<file path="config.mk">
export PLATFORM = sky130hd
export DESIGN_NAME = text_stream_display_formatter_core
export DESIGN_NICKNAME = d
export VERILOG_FILES = /design/src/rtl/tsdf_pkg.sv /design/src/rtl/tsdf_csr.sv /design/src/rtl/tsdf_decode.sv /design/src/rtl/tsdf_emit.sv /design/src/rtl/text_stream_display_formatter_core.sv
export SDC_FILE = /design/constraint.sdc
export NUM_CORES = 1
export LEC_CHECK = 0
export BUFFER_PORTS_ARGS = -buffer_cell sky130_fd_sc_hd__buf_2
export CORE_MARGIN = 10
export CORE_UTILIZATION = 23
export DETAILED_ROUTE_END_ITERATION = 10
export HOLD_SLACK_MARGIN = 0.1
export MAX_ROUTING_LAYER = met4
export PLACE_DENSITY = 0.39
export SYNTH_ARGS = -nofsm -noshare
export SYNTH_HDL_FRONTEND = slang
export SYNTH_SLANG_ARGS = --single-unit
</file>
<file path="constraint.sdc">
create_clock -name clock -period 6.02 [get_ports clock]
set_input_delay 0.903 -clock clock [delete_from_list [all_inputs] [get_ports clock]]
set_output_delay 0.903 -clock clock [all_outputs]
set_load 0.005 [all_outputs]
</file>
<file path="src/rtl/tsdf_pkg.sv">
// Shared types and constants for the text stream display formatter.
// No dependencies; every module of the block imports this package.

package tsdf_pkg;

   // Width of the decimal line counter
   localparam int COUNT_DIGITS = 6;

   // Output slots for one input word:
   // the number digits, the tab after the number, '$', the caret of a shown tab,
   // 'M', '-', the control caret, and the final character.
   localparam int SLOT_TAB    = COUNT_DIGITS;
   localparam int SLOT_DOLLAR = COUNT_DIGITS + 1;
   localparam int SLOT_TCARET = COUNT_DIGITS + 2;
   localparam int SLOT_M      = COUNT_DIGITS + 3;
   localparam int SLOT_DASH   = COUNT_DIGITS + 4;
   localparam int SLOT_CARET  = COUNT_DIGITS + 5;
   localparam int SLOT_FINAL  = COUNT_DIGITS + 6;
   localparam int NUM_SLOTS   = COUNT_DIGITS + 7;

   localparam logic [7:0] CH_NL     = 8'd10;
   localparam logic [7:0] CH_TAB    = 8'd9;
   localparam logic [7:0] CH_SPACE  = 8'd32;
   localparam logic [7:0] CH_ZERO   = 8'd48;
   localparam logic [7:0] CH_DOLLAR = 8'd36;
   localparam logic [7:0] CH_CARET  = 8'd94;
   localparam logic [7:0] CH_M      = 8'd77;
   localparam logic [7:0] CH_DASH   = 8'd45;
   localparam logic [7:0] CH_QMARK  = 8'd63;
   localparam logic [7:0] CH_DEL    = 8'd127;
   localparam logic [7:0] CH_CTRL_OFS = 8'd64;
   localparam logic [7:0] CH_HIGH_OFS = 8'd128;
   localparam logic [7:0] CH_CTRL_END = 8'd32;

   typedef enum logic [2:0] {
      CSR_NUMBER_MODE      = 3'd0,
      CSR_SQUEEZE_BLANK    = 3'd1,
      CSR_SHOW_ENDS        = 3'd2,
      CSR_SHOW_TABS        = 3'd3,
      CSR_SHOW_NONPRINTING = 3'd4
   } csr_index_type;

   typedef enum logic [1:0] {
      NUM_OFF      = 2'd0,
      NUM_ALL      = 2'd1,
      NUM_NONBLANK = 2'd2
   } num_mode_type;

   typedef struct packed {
      logic [1:0] number_mode;
      logic       squeeze_blank;
      logic       show_ends;
      logic       show_tabs;
      logic       show_nonprinting;
   } cfg_type;

   // Everything the emitter needs to play out one input word
   typedef struct packed {
      logic [NUM_SLOTS-1:0]              slot_mask;
      logic [COUNT_DIGITS-1:0][7:0]      num_chars;   // index 0 is least significant
      logic [7:0]                        final_char;
   } job_type;

endpackage

</file>
<file path="src/rtl/tsdf_csr.sv">
// Configuration registers of the display formatter.
// Depends on tsdf_pkg for the register index codes and cfg_type.

module tsdf_csr
   import tsdf_pkg::*;
(
   input  logic       clock,
   input  logic       reset,
   input  logic       csr_we,
   input  logic [2:0] csr_index,
   input  logic [1:0] csr_wdata,
   output cfg_type    cfg
);

   cfg_type cfg_ff;
   cfg_type cfg_in;

   always_comb begin
      cfg_in = cfg_ff;
      if (csr_we) begin
         case (csr_index)
            CSR_NUMBER_MODE:      cfg_in.number_mode      = csr_wdata;
            CSR_SQUEEZE_BLANK:    cfg_in.squeeze_blank    = csr_wdata[0];
            CSR_SHOW_ENDS:        cfg_in.show_ends        = csr_wdata[0];
            CSR_SHOW_TABS:        cfg_in.show_tabs        = csr_wdata[0];
            CSR_SHOW_NONPRINTING: cfg_in.show_nonprinting = csr_wdata[0];
            default:              cfg_in = cfg_ff;
         endcase
      end
   end

   always_ff @(posedge clock) begin
      if (reset) begin
         cfg_ff <= '0;
      end else begin
         cfg_ff <= cfg_in;
      end
   end

   assign cfg = cfg_ff;

endmodule

</file>
<file path="src/rtl/tsdf_decode.sv">
// Front end: newline history, BCD line counter and the slot plan for one word.
// Depends on tsdf_pkg for cfg_type, job_type and character constants.

module tsdf_decode
   import tsdf_pkg::*;
(
   input  logic       clock,
   input  logic       reset,
   input  cfg_type    cfg,
   input  logic       accept,
   input  logic [7:0] in_byte,
   output logic       keep,
   output job_type    job
);

   logic                          prev_nl_ff, prev_nl_in;
   logic                          prev2_nl_ff, prev2_nl_in;
   logic [COUNT_DIGITS-1:0][3:0]  digits_ff, digits_in;

   logic                          is_nl;
   logic                          do_num;
   logic                          all_nine;
   logic                          carry;
   logic                          started;
   logic [COUNT_DIGITS-1:0][3:0]  bumped;
   logic [COUNT_DIGITS-1:0][7:0]  num_chars;
   logic                          tab_caret;
   logic                          nonprint;
   logic                          high_bit;
   logic                          ctrl_caret;
   logic [7:0]                    c1;
   logic [7:0]                    c2;

   assign is_nl = (in_byte == CH_NL);
   assign keep  = !(cfg.squeeze_blank && prev2_nl_ff && prev_nl_ff && is_nl);
   assign do_num = prev_nl_ff &&
                   ((cfg.number_mode == NUM_ALL) ||
                    ((cfg.number_mode == NUM_NONBLANK) && !is_nl));

   // Increment with saturation at all nines
   always_comb begin
      all_nine = 1'b1;
      for (int i = 0; i < COUNT_DIGITS; i++) begin
         if (digits_ff[i] != 4'd9) all_nine = 1'b0;
      end
      bumped = digits_ff;
      carry  = !all_nine;
      for (int i = 0; i < COUNT_DIGITS; i++) begin
         if (carry) begin
            if (digits_ff[i] >= 4'd9) begin
               bumped[i] = 4'd0;
            end else begin
               bumped[i] = digits_ff[i] + 4'd1;
               carry     = 1'b0;
            end
         end
      end
   end

   // Leading zeros print as spaces; the units digit always prints
   always_comb begin
      started = 1'b0;
      num_chars = '0;
      for (int i = COUNT_DIGITS - 1; i >= 0; i--) begin
         if (bumped[i] != 4'd0 || i == 0) started = 1'b1;
         num_chars[i] = started ? (CH_ZERO + {4'd0, bumped[i]}) : CH_SPACE;
      end
   end

   always_comb begin
      job.num_chars = num_chars;
      tab_caret  = cfg.show_tabs && (in_byte == CH_TAB);
      c1         = tab_caret ? (in_byte + CH_CTRL_OFS) : in_byte;
      nonprint   = cfg.show_nonprinting &&
                   (((c1 < CH_CTRL_END) && (c1 != CH_NL) && (c1 != CH_TAB)) ||
                    (c1 >= CH_DEL));
      high_bit   = nonprint && c1[7];
      c2         = high_bit ? (c1 - CH_HIGH_OFS) : c1;
      ctrl_caret = nonprint && ((c2 < CH_CTRL_END) || (c2 == CH_DEL));
      if (!ctrl_caret) begin
         job.final_char = c2;
      end else if (c2 == CH_DEL) begin
         job.final_char = CH_QMARK;
      end else begin
         job.final_char = c2 + CH_CTRL_OFS;
      end

      job.slot_mask = '0;
      job.slot_mask[COUNT_DIGITS-1:0] = {COUNT_DIGITS{do_num}};
      job.slot_mask[SLOT_TAB]    = do_num;
      job.slot_mask[SLOT_DOLLAR] = cfg.show_ends && is_nl;
      job.slot_mask[SLOT_TCARET] = tab_caret;
      job.slot_mask[SLOT_M]      = high_bit;
      job.slot_mask[SLOT_DASH]   = high_bit;
      job.slot_mask[SLOT_CARET]  = ctrl_caret;
      job.slot_mask[SLOT_FINAL]  = 1'b1;
   end

   always_comb begin
      prev_nl_in  = prev_nl_ff;
      prev2_nl_in = prev2_nl_ff;
      digits_in   = digits_ff;
      if (accept && keep) begin
         prev2_nl_in = prev_nl_ff;
         prev_nl_in  = is_nl;
         if (do_num) digits_in = bumped;
      end
   end

   always_ff @(posedge clock) begin
      if (reset) begin
         prev_nl_ff  <= 1'b1;
         prev2_nl_ff <= 1'b0;
         digits_ff   <= '0;
      end else begin
         prev_nl_ff  <= prev_nl_in;
         prev2_nl_ff <= prev2_nl_in;
         digits_ff   <= digits_in;
      end
   end

endmodule

</file>
<file path="src/rtl/tsdf_emit.sv">
// Job register and result register: plays out the active slots of one word,
// lowest slot first. Depends on tsdf_pkg for job_type and slot constants.

module tsdf_emit
   import tsdf_pkg::*;
(
   input  logic       clock,
   input  logic       reset,
   input  logic       load,
   input  job_type    job,
   input  logic       rsp_stall,
   output logic       busy,
   output logic       finishing,
   output logic       rsp_valid,
   output logic [7:0] rsp_out_byte,
   output logic       rsp_last_of_run
);

   logic [NUM_SLOTS-1:0]          mask_ff, mask_in;
   logic [COUNT_DIGITS-1:0][7:0]  num_ff;
   logic [7:0]                    final_ff;
   logic                          rsp_valid_ff, rsp_valid_in;
   logic [7:0]                    rsp_byte_ff, rsp_byte_in;
   logic                          rsp_last_ff, rsp_last_in;

   logic                          out_free;
   logic                          emit;
   logic [NUM_SLOTS-1:0]          low_slot;
   logic [NUM_SLOTS-1:0]          rest;
   logic [NUM_SLOTS-1:0][7:0]     slot_char;
   logic [7:0]                    sel_char;

   assign busy     = |mask_ff;
   assign out_free = !rsp_valid_ff || !rsp_stall;
   assign emit     = busy && out_free;
   assign low_slot = mask_ff & (~mask_ff + {{(NUM_SLOTS-1){1'b0}}, 1'b1});
   assign rest     = mask_ff & ~low_slot;
   assign finishing = emit && (rest == '0);

   always_comb begin
      for (int k = 0; k < COUNT_DIGITS; k++) begin
         slot_char[k] = num_ff[COUNT_DIGITS-1-k];   // most significant digit first
      end
      slot_char[SLOT_TAB]    = CH_TAB;
      slot_char[SLOT_DOLLAR] = CH_DOLLAR;
      slot_char[SLOT_TCARET] = CH_CARET;
      slot_char[SLOT_M]      = CH_M;
      slot_char[SLOT_DASH]   = CH_DASH;
      slot_char[SLOT_CARET]  = CH_CARET;
      slot_char[SLOT_FINAL]  = final_ff;
      sel_char = '0;
      for (int k = 0; k < NUM_SLOTS; k++) begin
         sel_char = sel_char | (slot_char[k] & {8{low_slot[k]}});
      end
   end

   always_comb begin
      mask_in = mask_ff;
      if (load) begin
         mask_in = job.slot_mask;
      end else if (emit) begin
         mask_in = rest;
      end

      rsp_valid_in = rsp_valid_ff;
      rsp_byte_in  = rsp_byte_ff;
      rsp_last_in  = rsp_last_ff;
      if (emit) begin
         rsp_valid_in = 1'b1;
         rsp_byte_in  = sel_char;
         rsp_last_in  = (rest == '0);
      end else if (!rsp_stall) begin
         rsp_valid_in = 1'b0;
      end
   end

   always_ff @(posedge clock) begin
      if (reset) begin
         mask_ff      <= '0;
         rsp_valid_ff <= 1'b0;
      end else begin
         mask_ff      <= mask_in;
         rsp_valid_ff <= rsp_valid_in;
      end
   end

   always_ff @(posedge clock) begin
      if (load) begin
         num_ff   <= job.num_chars;
         final_ff <= job.final_char;
      end
      rsp_byte_ff <= rsp_byte_in;
      rsp_last_ff <= rsp_last_in;
   end

   assign rsp_valid       = rsp_valid_ff;
   assign rsp_out_byte    = rsp_byte_ff;
   assign rsp_last_of_run = rsp_last_ff;

endmodule

</file>
<file path="src/rtl/text_stream_display_formatter_core.sv">
// Top level of the text stream display formatter (cat-style numbering and
// nonprinting display). Depends on tsdf_pkg, tsdf_csr, tsdf_decode, tsdf_emit.
//
//   channel   ports                                   direction
//   req       req_valid req_stall req_in_byte         in word, one raw text byte
//   rsp       rsp_valid rsp_stall rsp_out_byte
//             rsp_last_of_run                          out word, one display byte
//   csr       csr_we csr_index csr_wdata              register writes
//
// Each input word yields 0 to 11 output words, one per cycle from the job register
// unless rsp stalls; a plain byte gives one word, a numbered line start adds seven.
// The next input word is taken in the cycle the last word of the current one
// moves into the result register. A squeezed newline is taken and gives nothing.
// Sync reset clears cfg, job mask, rsp_valid and line count; history starts a new line.
// A stall on rsp holds the result register and the job, and req while a job is loaded.

module text_stream_display_formatter_core
   import tsdf_pkg::*;
(
   input  logic       clock,
   input  logic       reset,
   input  logic       req_valid,
   output logic       req_stall,
   input  logic [7:0] req_in_byte,
   output logic       rsp_valid,
   input  logic       rsp_stall,
   output logic [7:0] rsp_out_byte,
   output logic       rsp_last_of_run,
   input  logic       csr_we,
   input  logic [2:0] csr_index,
   input  logic [1:0] csr_wdata
);

   cfg_type cfg;
   job_type job;
   logic    keep;
   logic    busy;
   logic    finishing;
   logic    req_accept;
   logic    job_load;

   assign req_stall  = busy && !finishing;
   assign req_accept = req_valid && !req_stall;
   assign job_load   = req_accept && keep;

   tsdf_csr u_csr (
      .clock     (clock),
      .reset     (reset),
      .csr_we    (csr_we),
      .csr_index (csr_index),
      .csr_wdata (csr_wdata),
      .cfg       (cfg)
   );

   tsdf_decode u_decode (
      .clock   (clock),
      .reset   (reset),
      .cfg     (cfg),
      .accept  (req_accept),
      .in_byte (req_in_byte),
      .keep    (keep),
      .job     (job)
   );

   tsdf_emit u_emit (
      .clock           (clock),
      .reset           (reset),
      .load            (job_load),
      .job             (job),
      .rsp_stall       (rsp_stall),
      .busy            (busy),
      .finishing       (finishing),
      .rsp_valid       (rsp_valid),
      .rsp_out_byte    (rsp_out_byte),
      .rsp_last_of_run (rsp_last_of_run)
   );

   // A kept word always leaves work in the job register
   a_load_busy: assert property (@(posedge clock) disable iff (reset)
      job_load |=> busy)
      else $error("kept word left no job");

   // Input is only held back while a job still has words after this cycle
   a_idle_ready: assert property (@(posedge clock) disable iff (reset)
      !busy |-> !req_stall)
      else $error("input stalled with no job");

   // Nothing is offered right after reset
   a_reset_quiet: assert property (@(posedge clock)
      !reset && $past(reset) |-> !rsp_valid)
      else $error("result valid after reset");

endmodule
</file>
==> metrics.md <==
| Metric | Value |
|---|---|
| Routed WL per cell | `16.7 microns` |
| EDFF count, synth | `46` |
| H-Tree Depth | `3` |
| Max clock buf depth | `2` |
| Area Growth Syn to Fin | `14.6%` |
| First-pass GRT wire length | `21.9 mm` |
| Sequential cell area | `2300 sq um` |
| Worst Setup Start Kind | `flop` |
| Gr usage total | `0.0996` |
| Total number of yosys warnings | `0` |
| Core Box Area | `21200 sq um` |
| Placed cell areas | `5380 sq um` |
| Cell taking the most area after synthesis | `edfxtp_1` |
| GP Congestion | `0.794` |
| Multi-input gate area | `2420 sq um` |
| Final Max Slew Viols | `0` |
| Slew @ Worst Pin | `1050 ps` |
| Main area contributors after synthesis | `edfxtp_1 (28%), dfxtp_1 (19%), ha_1 (5.3%), a21oi_1 (4.8%), o21ai_0 (3.6%)` |
| CP Capture Type | `output port` |
| Run status | `finished clean` |
| Clk_skew | `9.55 ps` |
| Layout cell share with drive strength beyond 1 | `0.128` |
| Worst hold path class | `reg -> reg` |
| Share of the synthesized area in the top cell type | `0.278` |
| I/O pins | `29` |
| Cell count after synthesis | `528` |
| Relative slew slack | `0.294` |
| CTS resizes | `0` |
| Remaining DRCs | `0` |
| CP arrival | `2580 ps` |
| DR pass1 iterations | `4` |
| Tmin final | `3490 ps` |
| Design area | `5700 sq um` |
| Max cap viols | `0` |
| CTS Buf Count | `9` |
| Final worst slack | `2530 ps` |
| PortBufs | `28` |
| Pwr/cell area | `284 nW/um^2` |
| Most common cell after layout, fill and taps aside | `a21oi_1` |
| CTS tree | `done` |
| Vias in the first global route | `3879` |
| Sink Count | `92` |
| Setup repair after global routing missed its margin | `false` |
| Period utilization | `0.579` |
| Fill count | `2183` |
| CTS Hold Bufs | `0` |
| Final WL | `13.8 mm` |
| Pin count of the biggest net entering global routing | `46` |
| Required @ worst endpoint | `5120 ps` |
| Worst-path clk slew | `70 ps` |
| Worst Setup Slack post-DPL | `2150 ps` |
| Starting density of the core | `0.235` |
| Final setup violation count | `0` |
| Register area share after synthesis | `0.463` |
| Vias per cell | `4.94` |
| Hold path depth | `2` |
| Synthesized Nets | `567` |
| Remaining Overflow, GRT | `0` |
| Worst hold slack | `496 ps` |
| Clock latency on the worst-skew pair | `350 ps` |
| Primary FF master, synth | `edfxtp_1` |
| Worst-case reg-to-reg path depth | `7` |
| Unique masters post-synth | `65` |
| Commonest non-fill, non-tap cells in the layout | `a21oi_1 (48), dfxtp_1 (46), edfxtp_1 (46)` |
| Worst VDD drop | `92.0 uV` |
| Synth async-reset ratio | `0` |
| # Post-CTS Setup Buffers | `0` |
| DR vias | `4068` |
| Highest clock rate | `0.287 GHz` |
| Syn Area/Cell | `9.43 sq um` |
| Cell area after synthesis | `4980 sq um` |
| Initial antenna violation count | `0` |
| Die H | `167 microns` |
| Nets | `582` |
| Leak | `2.21 nW` |
| # diodes | `0` |
| Worst Setup Path Type | `reg -> out` |
| Clk root buf | `clkbuf_16` |
| Crit-path max FO | `16` |
| Die X | `167 microns` |
| Post-route setup TNS | `0 ps` |
| HPWL after DPL | `10.2 mm` |
| Fin. Hold Viols | `0` |
| ANT nets after route | `0` |
| Initial DRC Count | `288` |
| Die Footprint | `27900 sq um` |
| # rows | `53` |
| #FFs+latches synth | `92` |
per-layer routing:
metal / up-vias / routed length, microns / track usage
met5: - / 0 / -
met4: 0 / 296 / 0.0405
met3: 21 / 498 / 0.0178
met2: 83 / 6150 / 0.149
met1: 1945 / 6840 / 0.130
li1: 2019 / - / -
power by group:
part	internal (W)	switching [W]
sequential	0.000747	0.0000324
combinational	0.0000691	0.000148
clock	0.000367	0.000258
final cells by class:
cell class              count  area share
multi-input cells         371       0.424
clock buffers               9      0.0395
well taps                 275      0.0603
inverters                  36      0.0237
repair buffers             33      0.0311
flip-flops and latches     92       0.404
clock inverters             7      0.0173
critical path, cell delays in order (launching register included):
cell	delay, ps
dfxtp_1	480
nor4_1	530
nand3_1	230
maj3_2	360
o21ai_2	210
a31oi_1	230
buf_2	190
final timing paths:
path,slack (ps),end,start
hold / removal,500,u_decode.prev2_nl_ff$_SDFFE_PP0P_,u_decode.prev2_nl_ff$_SDFFE_PP0P_
hold reg to reg,500,u_decode.prev2_nl_ff$_SDFFE_PP0P_,u_decode.prev2_nl_ff$_SDFFE_PP0P_
setup reg to reg,2670,u_decode.digits_ff[9]$_SDFFE_PP0P_,u_emit.mask_ff[0]$_SDFFE_PP0P_
setup / recovery,2530,req_stall,u_emit.mask_ff[0]$_SDFFE_PP0P_
synth_stat cells (10+ instances only):
library cell  instances
nor3_1               19
ha_1                 21
o31ai_1              11
a211oi_1             10
nand4_1              14
dfxtp_1              46
nand2_1              36
o21ai_0              36
nor2_1               33
nand3_1              21
inv_1                36
a21oi_1              48
clkbuf_1             24
edfxtp_1             46
sequential cells by signal (all words and copies together), names as in the netlist:
register                cells
u_emit.num_ff              29
u_emit.rsp_last_of_run      1
u_decode.digits_ff         24
u_decode.prev_nl_ff         1
u_emit.rsp_out_byte         8
u_decode.prev2_nl_ff        1
u_csr.cfg                   6
u_emit.mask_ff             13
u_emit.final_ff             8
u_emit.rsp_valid            1
per-stage QoR:
step / util / total power, W / std cells
after floorplan: - / 0.000925 / 528
after global placement: 0.254 / 0.00101 / 807
after detailed placement: 0.254 / 0.00101 / 807
after CTS: 0.270 / 0.00164 / 823
after global routing: 0.270 / 0.00169 / 823
final: 0.270 / 0.00162 / 823
logic make-up after synthesis:
group,synth area share
mux,0.0229
fa+ha+maj,0.0613
flops,0.463
compound gates,0.200
buf+inv,0.0520
simple gates,0.198
xor+xnor,0.00352
(Power assumes the default switching activity.)
